===== src/hdl/fsr_pkg.sv =====
package fsr_pkg;

  localparam int DEPTH     = 16;
  localparam int KEY_WIDTH = 16;
  localparam int CNT_W     = $clog2(DEPTH + 1);

  localparam logic [1:0] REQ_ENQ    = 2'd0;
  localparam logic [1:0] REQ_DEQ    = 2'd1;
  localparam logic [1:0] REQ_QUERY  = 2'd2;
  localparam logic [1:0] REQ_REMOVE = 2'd3;

  localparam logic [1:0] STAT_DONE  = 2'd0;
  localparam logic [1:0] STAT_FULL  = 2'd1;
  localparam logic [1:0] STAT_EMPTY = 2'd2;

  localparam logic [1:0] CELL_HOLD   = 2'd0;
  localparam logic [1:0] CELL_ENQ    = 2'd1;
  localparam logic [1:0] CELL_DEQ    = 2'd2;
  localparam logic [1:0] CELL_REMOVE = 2'd3;

  typedef struct packed {
    logic [1:0]           mode;
    logic [KEY_WIDTH-1:0] key;
  } cell_cmd_t;

endpackage


===== src/hdl/fsr_if.sv =====
interface fsr_req_if import fsr_pkg::*; ();
  logic                 valid;
  logic                 ready;
  logic [1:0]           req_type;
  logic [KEY_WIDTH-1:0] key_value;

  modport source (output valid, output req_type, output key_value, input ready);
  modport sink   (input valid, input req_type, input key_value, output ready);
endinterface

interface fsr_rsp_if import fsr_pkg::*; ();
  logic                 valid;
  logic                 ready;
  logic [1:0]           status;
  logic                 found;
  logic [KEY_WIDTH-1:0] head_value;
  logic [CNT_W-1:0]     occupancy;

  modport source (output valid, output status, output found, output head_value,
                  output occupancy, input ready);
  modport sink   (input valid, input status, input found, input head_value,
                  input occupancy, output ready);
endinterface


===== src/hdl/fsr_cell.sv =====
module fsr_cell import fsr_pkg::*; (
  input  logic                 clk,
  input  cell_cmd_t            cmd,
  input  logic                 live,
  input  logic                 tail,
  input  logic                 kill_in,
  input  logic [KEY_WIDTH-1:0] nbr_key,
  output logic                 kill_out,
  output logic                 hit,
  output logic [KEY_WIDTH-1:0] key
);

  assign hit      = live && (key == cmd.key);
  assign kill_out = kill_in || (hit && (cmd.mode == CELL_REMOVE));

  always_ff @(posedge clk) begin
    case (cmd.mode)
      CELL_ENQ: begin
        if (tail) begin
          key <= cmd.key;
        end
      end
      CELL_DEQ, CELL_REMOVE: begin
        if (kill_out) begin
          key <= nbr_key;
        end
      end
      default: begin
        key <= key;
      end
    endcase
  end

endmodule


===== src/hdl/fifo_with_search_and_remove_unit.sv =====
// Channel  Dir  Beat contents
// req      in   req_type, key_value
// rsp      out  status, found, head_value, occupancy
//
// Enqueue, dequeue and query register their result when accepted; remove
// stays in S_REMOVE while a match remains; the row drops one match per cycle.
// rst clears occupancy, state and rsp.valid; cell keys are not reset.
// A request is taken only when idle and the rsp register is free or draining.
// A stalled rsp holds the result and the end of a remove.
module fifo_with_search_and_remove_unit import fsr_pkg::*; (
  input  logic    clk,
  input  logic    rst,
  fsr_req_if.sink req,
  fsr_rsp_if.source rsp
);

  localparam logic S_IDLE   = 1'b0;
  localparam logic S_REMOVE = 1'b1;

  logic                 state, state_next;
  logic [CNT_W-1:0]     count, count_next;
  logic [KEY_WIDTH-1:0] rm_key;
  logic                 rm_found, rm_found_next;
  logic                 out_valid;
  logic [1:0]           out_status;
  logic                 out_found;
  logic [KEY_WIDTH-1:0] out_head;
  logic [CNT_W-1:0]     out_occ;

  logic                 emit;
  logic [1:0]           e_status;
  logic                 e_found;
  logic [KEY_WIDTH-1:0] e_head;

  cell_cmd_t            cmd;
  logic [KEY_WIDTH-1:0] cell_key [DEPTH];
  logic [DEPTH:0]       kill;
  logic [DEPTH-1:0]     hit, live, tail;

  logic out_free, accept, full, empty, rm_hit;

  assign out_free  = !out_valid || rsp.ready;
  assign req.ready = (state == S_IDLE) && out_free;
  assign accept    = req.valid && req.ready;
  assign full      = (count == CNT_W'(DEPTH));
  assign empty     = (count == '0);
  assign rm_hit    = (state == S_REMOVE) && kill[DEPTH];

  always_comb begin
    cmd.mode = CELL_HOLD;
    cmd.key  = req.key_value;
    if (state == S_REMOVE) begin
      cmd.mode = CELL_REMOVE;
      cmd.key  = rm_key;
    end else if (accept) begin
      case (req.req_type)
        REQ_ENQ: cmd.mode = full ? CELL_HOLD : CELL_ENQ;
        REQ_DEQ: cmd.mode = empty ? CELL_HOLD : CELL_DEQ;
        default: cmd.mode = CELL_HOLD;
      endcase
    end
  end

  assign kill[0] = (cmd.mode == CELL_DEQ);

  genvar g;
  generate
    for (g = 0; g < DEPTH; g++) begin : g_cell
      assign live[g] = (CNT_W'(g) < count);
      assign tail[g] = (CNT_W'(g) == count);
      fsr_cell u_cell (
        .clk      (clk),
        .cmd      (cmd),
        .live     (live[g]),
        .tail     (tail[g]),
        .kill_in  (kill[g]),
        .nbr_key  ((g == DEPTH - 1) ? KEY_WIDTH'(0) : cell_key[(g + 1) % DEPTH]),
        .kill_out (kill[g + 1]),
        .hit      (hit[g]),
        .key      (cell_key[g])
      );
    end
  endgenerate

  always_comb begin
    state_next    = state;
    count_next    = count;
    rm_found_next = rm_found;
    emit          = 1'b0;
    e_status      = STAT_DONE;
    e_found       = 1'b0;
    e_head        = '0;
    case (state)
      S_IDLE: begin
        if (accept) begin
          case (req.req_type)
            REQ_ENQ: begin
              emit = 1'b1;
              if (full) begin
                e_status = STAT_FULL;
              end else begin
                count_next = count + CNT_W'(1);
              end
            end
            REQ_DEQ: begin
              emit = 1'b1;
              if (empty) begin
                e_status = STAT_EMPTY;
              end else begin
                count_next = count - CNT_W'(1);
                e_head     = cell_key[0];
              end
            end
            REQ_QUERY: begin
              emit    = 1'b1;
              e_found = |hit;
            end
            default: begin
              rm_found_next = 1'b0;
              state_next    = S_REMOVE;
            end
          endcase
        end
      end
      S_REMOVE: begin
        if (rm_hit) begin
          count_next    = count - CNT_W'(1);
          rm_found_next = 1'b1;
        end else if (out_free) begin
          emit       = 1'b1;
          e_found    = rm_found;
          state_next = S_IDLE;
        end
      end
      default: begin
        state_next = S_IDLE;
      end
    endcase
  end

  always_ff @(posedge clk) begin
    if (rst) begin
      state     <= S_IDLE;
      count     <= '0;
      rm_found  <= 1'b0;
      out_valid <= 1'b0;
    end else begin
      state    <= state_next;
      count    <= count_next;
      rm_found <= rm_found_next;
      if (emit) begin
        out_valid <= 1'b1;
      end else if (rsp.ready) begin
        out_valid <= 1'b0;
      end
    end
  end

  always_ff @(posedge clk) begin
    if (accept && (req.req_type == REQ_REMOVE)) begin
      rm_key <= req.key_value;
    end
    if (emit) begin
      out_status <= e_status;
      out_found  <= e_found;
      out_head   <= e_head;
      out_occ    <= count_next;
    end
  end

  assign rsp.valid      = out_valid;
  assign rsp.status     = out_status;
  assign rsp.found      = out_found;
  assign rsp.head_value = out_head;
  assign rsp.occupancy  = out_occ;

  a_count_bound: assert property (@(posedge clk) disable iff (rst)
    count <= CNT_W'(DEPTH))
    else $error("occupancy above capacity");

  a_remove_step: assert property (@(posedge clk) disable iff (rst)
    rm_hit |=> (count == $past(count) - CNT_W'(1)))
    else $error("remove step did not drop one entry");

  a_enq_grow: assert property (@(posedge clk) disable iff (rst)
    (accept && req.req_type == REQ_ENQ && !full) |=> (count == $past(count) + CNT_W'(1)))
    else $error("enqueue did not grow occupancy");

  a_emit_free: assert property (@(posedge clk) disable iff (rst)
    emit |-> out_free)
    else $error("result overwrote a pending beat");

endmodule

===== src/flat_wrapper.sv =====
// flat-port wrapper written by rule: the top's interface ports become plain ports
module fifo_with_search_and_remove_unit_flat import fsr_pkg::*;
  (clk, rst, req_valid, req_req_type, req_key_value, req_ready, rsp_valid, rsp_status, rsp_found, rsp_head_value, rsp_occupancy, rsp_ready);
  fsr_req_if req_i ();
  fsr_rsp_if rsp_i ();
  input  logic clk;
  input  logic rst;
  input wire logic [$bits(req_i.valid)-1:0] req_valid;
  input wire logic [$bits(req_i.req_type)-1:0] req_req_type;
  input wire logic [$bits(req_i.key_value)-1:0] req_key_value;
  output wire logic [$bits(req_i.ready)-1:0] req_ready;
  output wire logic [$bits(rsp_i.valid)-1:0] rsp_valid;
  output wire logic [$bits(rsp_i.status)-1:0] rsp_status;
  output wire logic [$bits(rsp_i.found)-1:0] rsp_found;
  output wire logic [$bits(rsp_i.head_value)-1:0] rsp_head_value;
  output wire logic [$bits(rsp_i.occupancy)-1:0] rsp_occupancy;
  input wire logic [$bits(rsp_i.ready)-1:0] rsp_ready;
  assign req_i.valid = req_valid;
  assign req_i.req_type = req_req_type;
  assign req_i.key_value = req_key_value;
  assign req_ready = req_i.ready;
  assign rsp_valid = rsp_i.valid;
  assign rsp_status = rsp_i.status;
  assign rsp_found = rsp_i.found;
  assign rsp_head_value = rsp_i.head_value;
  assign rsp_occupancy = rsp_i.occupancy;
  assign rsp_i.ready = rsp_ready;
  fifo_with_search_and_remove_unit u_core (.clk(clk), .rst(rst), .req(req_i), .rsp(rsp_i));
endmodule

===== config.mk =====
export PLATFORM = sky130hd
export DESIGN_NAME = fifo_with_search_and_remove_unit_flat
export DESIGN_NICKNAME = d
export VERILOG_FILES = /design/src/hdl/fsr_pkg.sv /design/src/hdl/fsr_if.sv /design/src/hdl/fsr_cell.sv /design/src/hdl/fifo_with_search_and_remove_unit.sv /design/src/flat_wrapper.sv
export SDC_FILE = /design/constraint.sdc
export NUM_CORES = 1
export LEC_CHECK = 0
export ABC_CLOCK_PERIOD_IN_PS = 4660
export BUFFER_PORTS_ARGS = -buffer_cell sky130_fd_sc_hd__buf_2
export CAP_MARGIN = 20
export CORE_ASPECT_RATIO = 2
export CORE_UTILIZATION = 44
export DETAILED_ROUTE_END_ITERATION = 8
export HOLD_SLACK_MARGIN = 0.15
export SKIP_LAST_GASP = 1
export SYNTH_ARGS = -nofsm -noshare
export SYNTH_HDL_FRONTEND = slang
export SYNTH_SLANG_ARGS = --single-unit
export TNS_END_PERCENT = 30

===== constraint.sdc =====
create_clock -name clk -period 4.66 [get_ports clk]
set_input_delay 0.233 -clock clk [delete_from_list [all_inputs] [get_ports clk]]
set_output_delay 0.233 -clock clk [all_outputs]
set_load 0.01 [all_outputs]

# == Word level (Yosys, flattened, before mapping) ==
# Cells that the tools add are included.
# totals
ff_bits,304
in_bits,22
out_inout_bits,26
wordCells,283
# classes
muxes,84
n_reduce_logical,80
n_bitwise,3
addsub,2
n_eq_ne,73
n_lt_le_gt_ge,16
# ops
op,count
$mux 16,33
$pmux 16 s2,16
$eq 16x16->1,16
$ne 2x2->1 const B,33
$reduce_and 3->1,17
$eq 4x5->1 const A,8
$lt 4x5->1 const A,8
$logic_and 1x1->1,36
$eq 3x5->1 const A,4
$lt 3x5->1 const A,4
$mux 5,4
$pmux 5 s2,2
$mux 1,19
$logic_or 1x1->1,17
$reduce_or 16->1,1
$eq 2x5->1 const A,2
$lt 1x5->1 const A,2
$lt 2x5->1 const A,2
$eq 2x2->1 const B,4
$mux 2,4
$pmux 1 s2,4
$pmux 2 s2,2
$add 5x1->5 const B,1
$eq 1x5->1 const A,1
12 further kinds,18

# == Longest topological paths before layout ==
# Gate-level depths: netlist (run 1).
# logic_depth
ltp_word,28
ltp_mapped,14
depth_no_buf,10

# == Hierarchy ==
# From an unflattened synthesis (run 1), not the netlist that was laid out.
# hier_totals
hier_cells,1269
hier_area_um2,17185.2
# by_module_without_submodules
module,cells_per_inst,n_inst,area_each_um2,seq_area_each_um2
fsr_cell,64,16,905.9,480.5
fifo_with_search_and_remove_unit,245,1,2691.3,1361.3

# == Worst setup path after synthesis (run 1) ==
# OpenSTA, ideal clock, no wires.
# synth_path
path_type,flip-flop to flip-flop
startpoint,register u_core.state
endpoint,"register u_core.out_found, in the netlist u_core.rsp.found (enable)"
t_required_ps,4218
setup_time_ps,442
n_path_buf,4
stages_incl_launch_ff,13
period_less_slack_ps,4587
path_slack_ps,73
arrival_ps,4145
cell_sequence,dfxtp_1 > buf_8 > buf_12 > mux2i_2 > buf_6 > buf_8 > xnor2_4 > nor4_1 > nand4_1 > nor4_2 > nor4_4 > nand4_4 > o31ai_1
# synth_via
elab_chain_cells,26
word_cells_on_any_way,76
classes_between,eq/ne: 18; mux: 6; bitwise: 1; reduce/logical: 51
# synth_rtl
item,line,rtl
start: declaration,fifo_with_search_and_remove_unit.sv:20,"logic state, state_next;"
start signal: assignment,fifo_with_search_and_remove_unit.sv:148,state <= state_next;
$not 1->1,"fifo_with_search_and_remove_unit.sv:43, fifo_with_search_and_remove_unit.sv:93",
$logic_and 1x1->1,fifo_with_search_and_remove_unit.sv:43,assign req.ready = (state == S_IDLE) && out_free;
$logic_and 1x1->1,fifo_with_search_and_remove_unit.sv:44,assign accept = req.valid && req.ready;
$mux 2,fifo_with_search_and_remove_unit.sv:55,end else if (accept) begin
$mux 2,fifo_with_search_and_remove_unit.sv:52,if (state == S_REMOVE) begin
$eq 2x2->1,fsr_cell.sv:14,assign kill_out = kill_in || (hit && (cmd.mode == CELL_REMOVE));
$logic_and 1x1->1,fsr_cell.sv:14,
$logic_or 1x1->1 (16 in a row),fsr_cell.sv:14,
$logic_and 1x1->1,fifo_with_search_and_remove_unit.sv:47,assign rm_hit = (state == S_REMOVE) && kill[DEPTH];
$mux 1,fifo_with_search_and_remove_unit.sv:126,if (rm_hit) begin
$pmux 1 s2 *,fifo_with_search_and_remove_unit.sv:93,case (state)
via u_core.emit,fifo_with_search_and_remove_unit.sv:30,logic emit;
end signal: assignment,fifo_with_search_and_remove_unit.sv:165,out_found <= e_found;
end: declaration,fifo_with_search_and_remove_unit.sv:26,logic out_found;
# Mark *: on every way through the listed nets, which the timed path passes. The rest lies on a longest branch.
# A chain may end at the register's enable or synchronous reset.

# == Worst setup path after layout (run 1) ==
# layout_path
startpoint,register u_core.state
endpoint,"register u_core.out_head[12], in the netlist u_core.rsp.head_value[12] (enable)"
# layout_via
elab_chain_cells,26
word_cells_on_any_way,76
classes_between,eq/ne: 18; mux: 6; bitwise: 1; reduce/logical: 51
# layout_rtl
item,line,rtl
$not 1->1,"fifo_with_search_and_remove_unit.sv:43, fifo_with_search_and_remove_unit.sv:93",
$logic_and 1x1->1,fifo_with_search_and_remove_unit.sv:43,
$logic_and 1x1->1,fifo_with_search_and_remove_unit.sv:44,
$mux 2,fifo_with_search_and_remove_unit.sv:55,
$mux 2,fifo_with_search_and_remove_unit.sv:52,
$eq 2x2->1,fsr_cell.sv:14,
$logic_and 1x1->1,fsr_cell.sv:14,
$logic_or 1x1->1 (16 in a row),fsr_cell.sv:14,
$logic_and 1x1->1,fifo_with_search_and_remove_unit.sv:47,
$mux 1,fifo_with_search_and_remove_unit.sv:126,
$pmux 1 s2 *,fifo_with_search_and_remove_unit.sv:93,
via u_core.emit,fifo_with_search_and_remove_unit.sv:30,
end signal: assignment,fifo_with_search_and_remove_unit.sv:166,out_head <= e_head;
end: declaration,fifo_with_search_and_remove_unit.sv:27,logic [KEY_WIDTH-1:0] out_head;
# Marked as above.

==> results of run 1 <==
## what timing repair did
action	in CTS	in global routing
hold buffers	19	0
endpoints found under the hold margin	26	0
gates resized for setup	0	0
## per-layer routing
layer | global-route usage | vias to the layer above
li1 | - | 5777
met1 | 0.284 | 6311
met2 | 0.590 | 656
met3 | 0.0466 | 318
met4 | 0.324 | 0
met5 | 0 | -
## report_power, final
| part | internal (mW) | switching, mW |
|---|---|---|
| sequential | 3.11 | 0.0651 |
| clock | 1.25 | 1.11 |
| combinational | 0.311 | 0.578 |
## final timing paths
check	start	endpoint	slack (ns)	cells after the start
max	u_core.state$_SDFF_PP0_	u_core.rsp.head_value[12]$_SDFFCE_PP0P_	0.31	12
min	req_req_type[0]	u_core.rm_found$_SDFFE_PP0P_	0.17	4
max reg2reg	u_core.state$_SDFF_PP0_	u_core.rsp.head_value[12]$_SDFFCE_PP0P_	0.31	12
min reg2reg	u_core.rm_found$_SDFFE_PP0P_	u_core.rm_found$_SDFFE_PP0P_	0.54	2
## flip-flops by register name, indices dropped and copies added (netlist names)
register	count
u_core.g_cell.u_cell.key	256
u_core.rm_key	16
u_core.rsp.head_value	16
u_core.count	5
u_core.rsp.occupancy	5
u_core.rsp.status	2
u_core.rm_found	1
u_core.rsp.found	1
u_core.rsp.valid	1
u_core.state	1
## tightest hold or removal path: cells and delay by family
family                 cells  cell delay, ns
and+or+nand+nor            2            0.21
buffers and inverters      1            0.18
AOI/OAI and AO/OA          1            0.07
## logic make-up (layout without fill, tap and decap cells)
kind of cell,after synthesis,count (layout),synth area share
simple gates,825,825,0.221
flops,304,304,0.546
xor+xnor,263,263,0.141
buf+inv,94,221,0.0312
compound gates,84,84,0.0376
mux,18,18,0.0192
fa+ha+maj,5,5,0.00377
## through the flow
| stage | area, µm² | instances | worst slack [ns] | hold slack, ns |
|---|---|---|---|---|
| final | 19000 | 2179 | 0.311 | 0.166 |
| after global routing | 19000 | 2179 | 0.288 | 0.178 |
| after CTS | 19000 | 2179 | 0.399 | 0.160 |
| after detailed placement | 17900 | 2108 | 0.429 | 0.491 |
| after global placement | 17900 | 2108 | 0.523 | 0.488 |
| after floorplan | 16600 | 1593 | 0.0729 | 0.332 |
## layout make-up
| type | count | area, µm² |
|---|---|---|
| Clock inverter | 21 | 176 |
| Inverter | 6 | 22.5 |
| Sequential cell | 304 | 9050 |
| Timing Repair Buffer | 163 | 1250 |
| Clock buffer | 31 | 733 |
| Fill cell | 3318 | 18200 |
| Tap cell | 459 | 574 |
| Multi-Input combinational cell | 1195 | 7180 |
## cells in the final DEF, fill, tap and decap left out, types with 6 or more instances in the layout
cell / count
sky130_fd_sc_hd__nor2_1: 555
sky130_fd_sc_hd__edfxtp_1: 296
sky130_fd_sc_hd__xnor2_1: 249
sky130_fd_sc_hd__buf_4: 89
sky130_fd_sc_hd__nor4_1: 84
sky130_fd_sc_hd__buf_2: 47
sky130_fd_sc_hd__nor3_1: 36
sky130_fd_sc_hd__nand2_1: 33
sky130_fd_sc_hd__clkbuf_16: 29
sky130_fd_sc_hd__nand3_1: 24
sky130_fd_sc_hd__and3_1: 21
sky130_fd_sc_hd__dlygate4sd3_1: 19
sky130_fd_sc_hd__nand4_1: 17
sky130_fd_sc_hd__mux2i_4: 16
sky130_fd_sc_hd__nor3_2: 16
sky130_fd_sc_hd__a21oi_1: 14
sky130_fd_sc_hd__o21ai_0: 12
sky130_fd_sc_hd__xor2_1: 11
sky130_fd_sc_hd__o22ai_1: 8
sky130_fd_sc_hd__buf_12: 8
sky130_fd_sc_hd__a31oi_1: 7
sky130_fd_sc_hd__clkinv_1: 7
sky130_fd_sc_hd__dfxtp_1: 7
sky130_fd_sc_hd__inv_1: 6
sky130_fd_sc_hd__a211o_1: 6
==> impl_table.tex, run 1 <==
\begin{tabular}{lr}
\hline
Metric & Value \\
\hline
\multicolumn{2}{l}{\textbf{Run status}} \\
\quad Status & complete, but fails checks \\
\quad Violations in the final reports & DRC \\
\multicolumn{2}{l}{\textbf{Detailed routing}} \\
\quad Detail Route met3 WL & 3.02 mm \\
\quad Routed wl met2 & 32.2 mm \\
\quad DRC errors left & 3 \\
\quad Detailed-route wire length & 60.6 mm \\
\quad DRT met1 WL & 18.2 mm \\
\quad Per-cell via count in the routed design & 5.99 \\
\quad Avg WL per Cell & 27.8 µm \\
\quad Routed vias & around 13000 \\
\quad Initial detailed-routing violation count & about 1000 \\
\quad Number of iterations in the first detailed-routing pass & 9 \\
\quad Final ANT Viol Nets & 0 \\
\quad Uppermost layer routed & met4 \\
\multicolumn{2}{l}{\textbf{Synthesis}} \\
\quad Number of enable flip-flop cells after synthesis & 296 \\
\quad Synth async-reset ratio & 0 \\
\quad Synth Register Bits & 304 \\
\quad Most repeated cell in the gate-level netlist after synthesis & sky130\_fd\_sc\_hd\_\_nor2\_1 \\
\quad Sequential fraction of the synthesis area & 0.546 \\
\quad Cell type with the highest aggregate area in the netlist & sky130\_fd\_sc\_hd\_\_edfxtp\_1 \\
\quad Synth Instances & 1593 \\
\quad Syn\_nets & 1620 \\
\quad Count of distinct cell types in the synthesized netlist & 68 \\
\quad Area of the mapped netlist & 0.0166 mm² \\
\quad Most common flop cell mapped by yosys & sky130\_fd\_sc\_hd\_\_edfxtp\_1 \\
\quad Synth warnings & 0 \\
\quad List of most frequent post-synthesis cells & 557 x sky130\_fd\_sc\_hd\_\_nor2\_1, 296 x sky130\_fd\_sc\_hd\_\_edfxtp\_1, 249 x sky130\_fd\_sc\_hd\_\_xnor2\_1 \\
\quad Synthesized area per cell & 10.4 µm² \\
\quad Top post-synthesis cells by area & sky130\_fd\_sc\_hd\_\_edfxtp\_1 54\%, sky130\_fd\_sc\_hd\_\_xnor2\_1 13\%, sky130\_fd\_sc\_hd\_\_nor2\_1 13\% \\
\quad Area fraction of the dominant cell type after synthesis & 0.536 \\
\multicolumn{2}{l}{\textbf{Min path}} \\
\quad Hold Path Class & in2reg \\
\multicolumn{2}{l}{\textbf{Setup path}} \\
\quad Critical-path cell list & buf\_4 > mux2i\_4 > buf\_4 > xnor2\_1 > nor3\_1 > nand4b\_1 > nor4\_1 > nor4\_1 > buf\_4 > nand4\_4 > o31ai\_4 > buf\_4 \\
\quad Type of destination of the critical path & flip-flop \\
\quad Kind of cell with the highest combined delay on the critical path & simple AND/OR/NAND/NOR gates \\
\quad Most repeated library cell on the critical path & sky130\_fd\_sc\_hd\_\_buf\_4 \\
\quad Endpoint arrival time on the critical path & 4.60 ns \\
\quad Maximum fanout along the worst path & 24 \\
\quad Critical path required time & approximately 4.9 ns \\
\quad Largest stage delay on the critical path & 0.83 ns \\
\quad Kind of critical path & reg2reg \\
\quad Element type at the critical path start & flip-flop \\
\quad Combined buffer and inverter count along the critical path & 4 \\
\quad Slowest CP cell & sky130\_fd\_sc\_hd\_\_nor4\_1 \\
\multicolumn{2}{l}{\textbf{STA}} \\
\quad Final number of setup-violating endpoints & 0 \\
\quad Worst clock skew & 0.0177 ns \\
\quad Number of hold violations in the final report & 0 \\
\quad Final worst-path cycle share & 0.933 \\
\quad Final setup TNS & 0 ns \\
\quad Slew @ Worst Pin & 0.954 ns \\
\quad Worst slew slack as a fraction of its limit & 0.358 \\
\quad Shortest period the worst path allows & 4.35 ns \\
\quad Maximum operating frequency & $\sim$230 MHz \\
\quad Unrepaired setup endpoints after global routing & false \\
\quad Total count of max-transition violations in the final report & 0 \\
\multicolumn{2}{l}{\textbf{Placement}} \\
\quad Half-perimeter wire length after placement & 45.5 mm \\
\quad RD Place Congestion & 1.03 \\
\quad Count of port buffers added during placement & 47 \\
\multicolumn{2}{l}{\textbf{Clock tree}} \\
\quad Clock tree root buffer cell & sky130\_fd\_sc\_hd\_\_clkbuf\_16 \\
\quad Maximum number of buffers from clock root to sink & 3 \\
\quad Number of buffers inserted by post-CTS setup repair & 0 \\
\quad CTS buffer count & 29 \\
\quad Later-pin clock latency in the skew report & 0.59 ns \\
\quad Clock-pin slew on the worst setup and hold paths & 0.07 ns \\
\quad Number of sinks handled by clock tree synthesis & 304 \\
\quad Clock tree from TritonCTS & built \\
\quad H-Tree Level Count & 1 \\
\multicolumn{2}{l}{\textbf{Finish}} \\
\quad Final Util & 0.511 \\
\quad Final nets & about 1700 \\
\quad Share of final-layout standard cells stronger than drive strength 1 & 0.139 \\
\quad Diode count & 0 \\
\quad Post-synthesis to final-layout area growth & 14.6\% \\
\multicolumn{2}{l}{\textbf{Power and ir drop}} \\
\quad LEAKAGE & 6.36 nW \\
\quad Maximum resistive drop on vdd & between 0.2 and 0.3 mV \\
\quad Power density of the placed cells & around 340 mW/mm² \\
\quad Power Total & roughly 6.4 mW \\
\multicolumn{2}{l}{\textbf{Floorplanning}} \\
\quad Placeable Area & 0.0372 mm² \\
\quad Placement Rows & 100 \\
\quad Die outline area & 0.0385 mm² \\
\quad Die boundary width & around 140 µm \\
\quad I/O pins & 48 \\
\quad Floorplan die height & approximately 280 µm \\
\quad Initial core utilization & 0.446 \\
\multicolumn{2}{l}{\textbf{Global routing}} \\
\quad GR Util All Layers & 0.319 \\
\quad Vias in the first global route & 13600 \\
\quad First-pass GRT wire length & 87.6 mm \\
\quad Largest net degree at the start of global routing & 71 \\
\quad Sum of overflow across all layers after global routing & 0 \\
\quad Initial antenna violation count & 0 \\
\multicolumn{2}{l}{\textbf{Flow run}} \\
\quad Maximum capacitance violations & 0 \\
\hline
\end{tabular}
(Power assumes the default switching activity.)
==> inputs of run 2 (changes only) <==
Settings changed: ABC_AREA set to 1.
==> run 2 against run 1 <==
Against the previous run: the flow now finishes without violations; die area increased by 4.5%; design area grew 1.9%; combinational power grew 8.2%; register-to-register slack better by 0.39 ns; cell count up 29%; hold slack better by 0.0088 ns; synthesized cell count grew 37%; area after synthesis up 4.6%; wire length rose by 19%; via count up 22%; sequential power about the same; highest routed layer is now met5.
==> impl_table.tex, run 2 <==
\begin{tabular}{lr}
\hline
Metric & Value \\
\hline
\multicolumn{2}{l}{\textbf{Run status}} \\
\quad Status & complete, no violations \\
\multicolumn{2}{l}{\textbf{STA}} \\
\quad Worst clock skew & 0.0256 ns (+0.00797 ns) \\
\quad Unrepaired setup endpoints after global routing & false \\
\quad Slew @ Worst Pin & 1.11 ns (+0.156 ns) \\
\quad Maximum operating frequency & 252 MHz (+9.7\%) \\
\quad Number of hold violations in the final report & 0 (unchanged) \\
\quad Final worst-path cycle share & 0.851 (-0.0827) \\
\quad Shortest period the worst path allows & 3.96 ns (-0.385 ns) \\
\quad Setup ws final & 0.696 ns (+0.385 ns) \\
\quad Final setup TNS & 0 ns (unchanged) \\
\quad Hold\_ws & 0.174 ns (+0.00885 ns) \\
\quad Final number of setup-violating endpoints & 0 (unchanged) \\
\quad Worst slew slack as a fraction of its limit & 0.260 (-0.0980) \\
\quad Total count of max-transition violations in the final report & 0 (unchanged) \\
\multicolumn{2}{l}{\textbf{Detailed routing}} \\
\quad Avg WL per Cell & 25.8 µm (-7.2\%) \\
\quad Final ANT Viol Nets & 0 (unchanged) \\
\quad Routed vias & 15900 (+22\%) \\
\quad Initial detailed-routing violation count & 1725 (+72\%) \\
\quad DRC errors left & 0 (-3) \\
\quad Per-cell via count in the routed design & 5.67 (-5.5\%) \\
\quad Detailed-route wire length & 72.3 mm (+19\%) \\
\quad Number of iterations in the first detailed-routing pass & 6 (-3) \\
\multicolumn{2}{l}{\textbf{Min path}} \\
\quad Endpoint, Worst Hold & u\_core.rsp.valid\$\_SDFFE\_PP0P\_ \\
\quad Start point of the worst min-delay path & rsp\_ready \\
\quad Hold Path Class & in2reg \\
\quad Hold-critical path depth & 6 (+2) \\
\multicolumn{2}{l}{\textbf{Global routing}} \\
\quad First-pass GRT wire length & 102 mm (+16\%) \\
\quad Vias in the first global route & 15600 (+15\%) \\
\quad GR Util All Layers & 0.365 (+0.0458) \\
\quad Largest net degree at the start of global routing & 209 (+190\%) \\
\quad Sum of overflow across all layers after global routing & 0 (unchanged) \\
\quad Initial antenna violation count & 3 (+3) \\
\multicolumn{2}{l}{\textbf{Synthesis}} \\
\quad Synth async-reset ratio & 0 (unchanged) \\
\quad Sequential fraction of the synthesis area & 0.522 (-0.0240) \\
\quad List of most frequent post-synthesis cells & 759 x sky130\_fd\_sc\_hd\_\_nand2\_1, 311 x sky130\_fd\_sc\_hd\_\_inv\_1, 296 x sky130\_fd\_sc\_hd\_\_edfxtp\_1 \\
\quad Syn\_nets & 2217 (+37\%) \\
\quad Most repeated cell in the gate-level netlist after synthesis & sky130\_fd\_sc\_hd\_\_nand2\_1 \\
\quad Count of distinct cell types in the synthesized netlist & 40 (-41\%) \\
\quad Cell type with the highest aggregate area in the netlist & sky130\_fd\_sc\_hd\_\_edfxtp\_1 \\
\quad Synth Instances & 2190 (+37\%) \\
\quad Synth Register Bits & 304 (unchanged) \\
\quad Area of the mapped netlist & 0.0173 mm² (+4.6\%) \\
\quad Most common flop cell mapped by yosys & sky130\_fd\_sc\_hd\_\_edfxtp\_1 \\
\quad Top post-synthesis cells by area & sky130\_fd\_sc\_hd\_\_edfxtp\_1 51\%, sky130\_fd\_sc\_hd\_\_nand2\_1 16\%, sky130\_fd\_sc\_hd\_\_o21ai\_0 7.2\% \\
\quad Synth warnings & 0 (unchanged) \\
\quad Synthesized area per cell & 7.92 µm² (-24\%) \\
\quad Area fraction of the dominant cell type after synthesis & 0.513 (-0.0236) \\
\quad Number of enable flip-flop cells after synthesis & 296 (unchanged) \\
\multicolumn{2}{l}{\textbf{Setup path}} \\
\quad Critical path startpoint & u\_core.state\$\_SDFF\_PP0\_ \\
\quad Maximum fanout along the worst path & 55 (+130\%) \\
\quad Critical-path cell list & buf\_4 > nand2\_1 > nand2\_1 > nand2\_1 > nand2\_1 > nor2\_1 > nand2\_1 > nor2\_1 > nand3\_1 > nand2\_1 > nor2\_1 > nand3\_2 > inv\_2 > nand4\_1 > nand2\_1 > buf\_4 \\
\quad Critical R2R Launch & u\_core.state\$\_SDFF\_PP0\_ \\
\quad Element type at the critical path start & flip-flop \\
\quad Largest stage delay on the critical path & 0.67 ns (-0.16 ns) \\
\quad Worst Reg2Reg Path Length in Cells & 16 (+4) \\
\quad Crit Reg-Reg Endpoint & u\_core.rsp.head\_value[6]\$\_SDFFCE\_PP0P\_ \\
\quad Slowest CP cell & sky130\_fd\_sc\_hd\_\_nand2\_1 \\
\quad Most repeated library cell on the critical path & sky130\_fd\_sc\_hd\_\_nand2\_1 \\
\quad Kind of critical path & reg2reg \\
\quad Type of destination of the critical path & flip-flop \\
\quad Critical path required time & 4.92 ns (about the same) \\
\quad Endpoint arrival time on the critical path & 4.22 ns (-0.38 ns) \\
\quad Reg-to-reg slack, setup & 0.70 ns (+0.39 ns) \\
\multicolumn{2}{l}{\textbf{Finish}} \\
\quad Post-synthesis to final-layout area growth & 11.7\% \\
\quad Diode count & 0 (unchanged) \\
\quad Count of placed standard cells in the final layout, fillers left out & 2801 (+29\%) \\
\quad Commonest cells after routing, fill and taps aside & 759 x sky130\_fd\_sc\_hd\_\_nand2\_1, 311 x sky130\_fd\_sc\_hd\_\_inv\_1, 296 x sky130\_fd\_sc\_hd\_\_edfxtp\_1 \\
\quad Max FFs per register & 256 (unchanged) \\
\quad FF/Latch Area & 0.00905 mm² (about the same) \\
\quad Share of final-layout standard cells stronger than drive strength 1 & 0.0877 (-0.0513) \\
\quad Final nets & 2286 (+32\%) \\
\quad Footprint of the multi-input gates & 0.00661 mm² (-8.0\%) \\
\quad Commonest non-fill, non-tap cell in the layout & sky130\_fd\_sc\_hd\_\_nand2\_1 \\
\quad Register ranked first by flip-flop count & u\_core.g\_cell.u\_cell.key \\
\quad \# fillers & 3834 (+16\%) \\
\multicolumn{2}{l}{\textbf{Floorplanning}} \\
\quad Die boundary width & 142 µm (+2.2\%) \\
\quad I/O pins & 48 (unchanged) \\
\quad Die outline area & 0.0403 mm² (+4.5\%) \\
\quad Floorplan die height & 283 µm (+2.3\%) \\
\quad Placeable Area & 0.0388 mm² (+4.4\%) \\
\quad Placement Rows & 102 (+2.0\%) \\
\quad Initial core utilization & 0.447 (+0.000823) \\
\multicolumn{2}{l}{\textbf{Clock tree}} \\
\quad H-Tree Level Count & 1 (unchanged) \\
\quad Clock tree root buffer cell & sky130\_fd\_sc\_hd\_\_clkbuf\_16 \\
\quad Clock tree from TritonCTS & built \\
\quad Number of sinks handled by clock tree synthesis & 304 (unchanged) \\
\quad Clock-pin slew on the worst setup and hold paths & 0.06 ns (about the same) \\
\quad Maximum number of buffers from clock root to sink & 3 (unchanged) \\
\quad Later-pin clock latency in the skew report & 0.59 ns (about the same) \\
\quad CTS buffer count & 29 (unchanged) \\
\quad Number of buffers inserted by post-CTS setup repair & 0 (unchanged) \\
\multicolumn{2}{l}{\textbf{Flow run}} \\
\quad Maximum capacitance violations & 0 (unchanged) \\
\multicolumn{2}{l}{\textbf{Placement}} \\
\quad Count of port buffers added during placement & 47 (unchanged) \\
\quad Worst-case setup slack after placement & 0.789 ns (+0.360 ns) \\
\quad Half-perimeter wire length after placement & 51.3 mm (+13\%) \\
\quad RD Place Congestion & 1.03 (about the same) \\
\quad Number of cells in the design after placement & 2730 (+30\%) \\
\multicolumn{2}{l}{\textbf{Power and ir drop}} \\
\quad Maximum resistive drop on vdd & 0.330 mV (+30\%) \\
\quad Power density of the placed cells & 342 mW/mm² (+1.2\%) \\
\quad LEAKAGE & 8.81 nW (+39\%) \\
\hline
\end{tabular}
[run 2: cell types whose count changed in the layout (fill, tap and decap cells not counted), moves of 21 or more]
cell and change:
sky130_fd_sc_hd__xor2_1 +21, sky130_fd_sc_hd__nor4_1 -81, sky130_fd_sc_hd__o21ai_0 +234, sky130_fd_sc_hd__nand3_1 +75
sky130_fd_sc_hd__and3_1 -21, sky130_fd_sc_hd__nor2_1 -355, sky130_fd_sc_hd__nand2_1 +726, sky130_fd_sc_hd__nor3_1 -25
sky130_fd_sc_hd__inv_1 +305, sky130_fd_sc_hd__nand2_2 +23, sky130_fd_sc_hd__buf_4 -29, sky130_fd_sc_hd__xnor2_1 -249
[run 2: layout make-up]
cell class              instances  area share
repair buffers                127      0.0465
multi-input cells            1482       0.341
clock buffers                  35      0.0402
well taps                     520      0.0336
flip-flops and latches        304       0.467
clock inverters                18      0.0101
inverters                     315      0.0611
[run 2: how the worst max path moves through the flow]
| stage | cells past startpoint | to | slack, ns |
|---|---|---|---|
| CTS | 15 | u_core.rsp.head_value[6]$_SDFFCE_PP0P_ | 0.78 |
| global route | 17 | u_core.g_cell[8].u_cell.key[10]$_DFFE_PP_ | 0.49 |
| global placement | 15 | u_core.rsp.head_value[0]$_SDFFCE_PP0P_ | 0.83 |
| finish | 16 | u_core.rsp.head_value[6]$_SDFFCE_PP0P_ | 0.70 |
| detailed placement | 16 | u_core.rsp.head_value[0]$_SDFFCE_PP0P_ | 0.79 |
| floorplan | 10 | u_core.g_cell[15].u_cell.key[0]$_SDFFCE_PP0P_ | 0.52 |
[run 2: metal layers]
layer / vias up / global-route usage / wire, µm / part of all wire
met5: - / 0 / 25 / 0.00035
met4: 4 / 0.337 / 7640 / 0.11
met1: 7507 / 0.362 / 23200 / 0.32
li1: 7176 / - / - / -
met3: 326 / 0.0523 / 4790 / 0.066
met2: 862 / 0.649 / 36600 / 0.51
[run 2: cells by family after synthesis]
| kind of cell | count (synthesis) | share of synthesized area |
|---|---|---|
| AO/OA/AOI/OAI | 298 | 0.0902 |
| adder cells (fa/ha/maj) | 5 | 0.00361 |
| buffers and inverters | 404 | 0.0984 |
| AND/OR/NAND/NOR | 1147 | 0.270 |
| flip-flops | 304 | 0.522 |
| XOR/XNOR | 32 | 0.0162 |
[run 2: timing repair]
action                                 CTS  global route
endpoints found under the hold margin   25             0
hold buffers                            18             0
gates resized for setup                  0             0
[run 2: critical path, delay by kind of cell (launching register included)]
family	cells	cell delay, ns
flip-flops	1	0.33
AND/OR/NAND/NOR	13	2.16
buffers and inverters	3	1.05
[run 2: stage by stage]
step	power [mW]	utilization	instance area, µm²
2_1_floorplan	3.72	-	17300
3_3_place_gp	4.13	0.469	18200
3_5_place_dp	4.14	0.469	18200
4_1_cts	6.61	0.499	19400
5_1_grt	6.78	0.499	19400
6_report	6.63	0.499	19400
[run 2: power breakdown]
part	switching (mW)	total, mW	internal (mW)
Clock	1.11	2.51	1.41
Sequential	0.0399	3.15	3.11
Combinational	0.728	0.962	0.235
Total	1.87	6.63	4.76
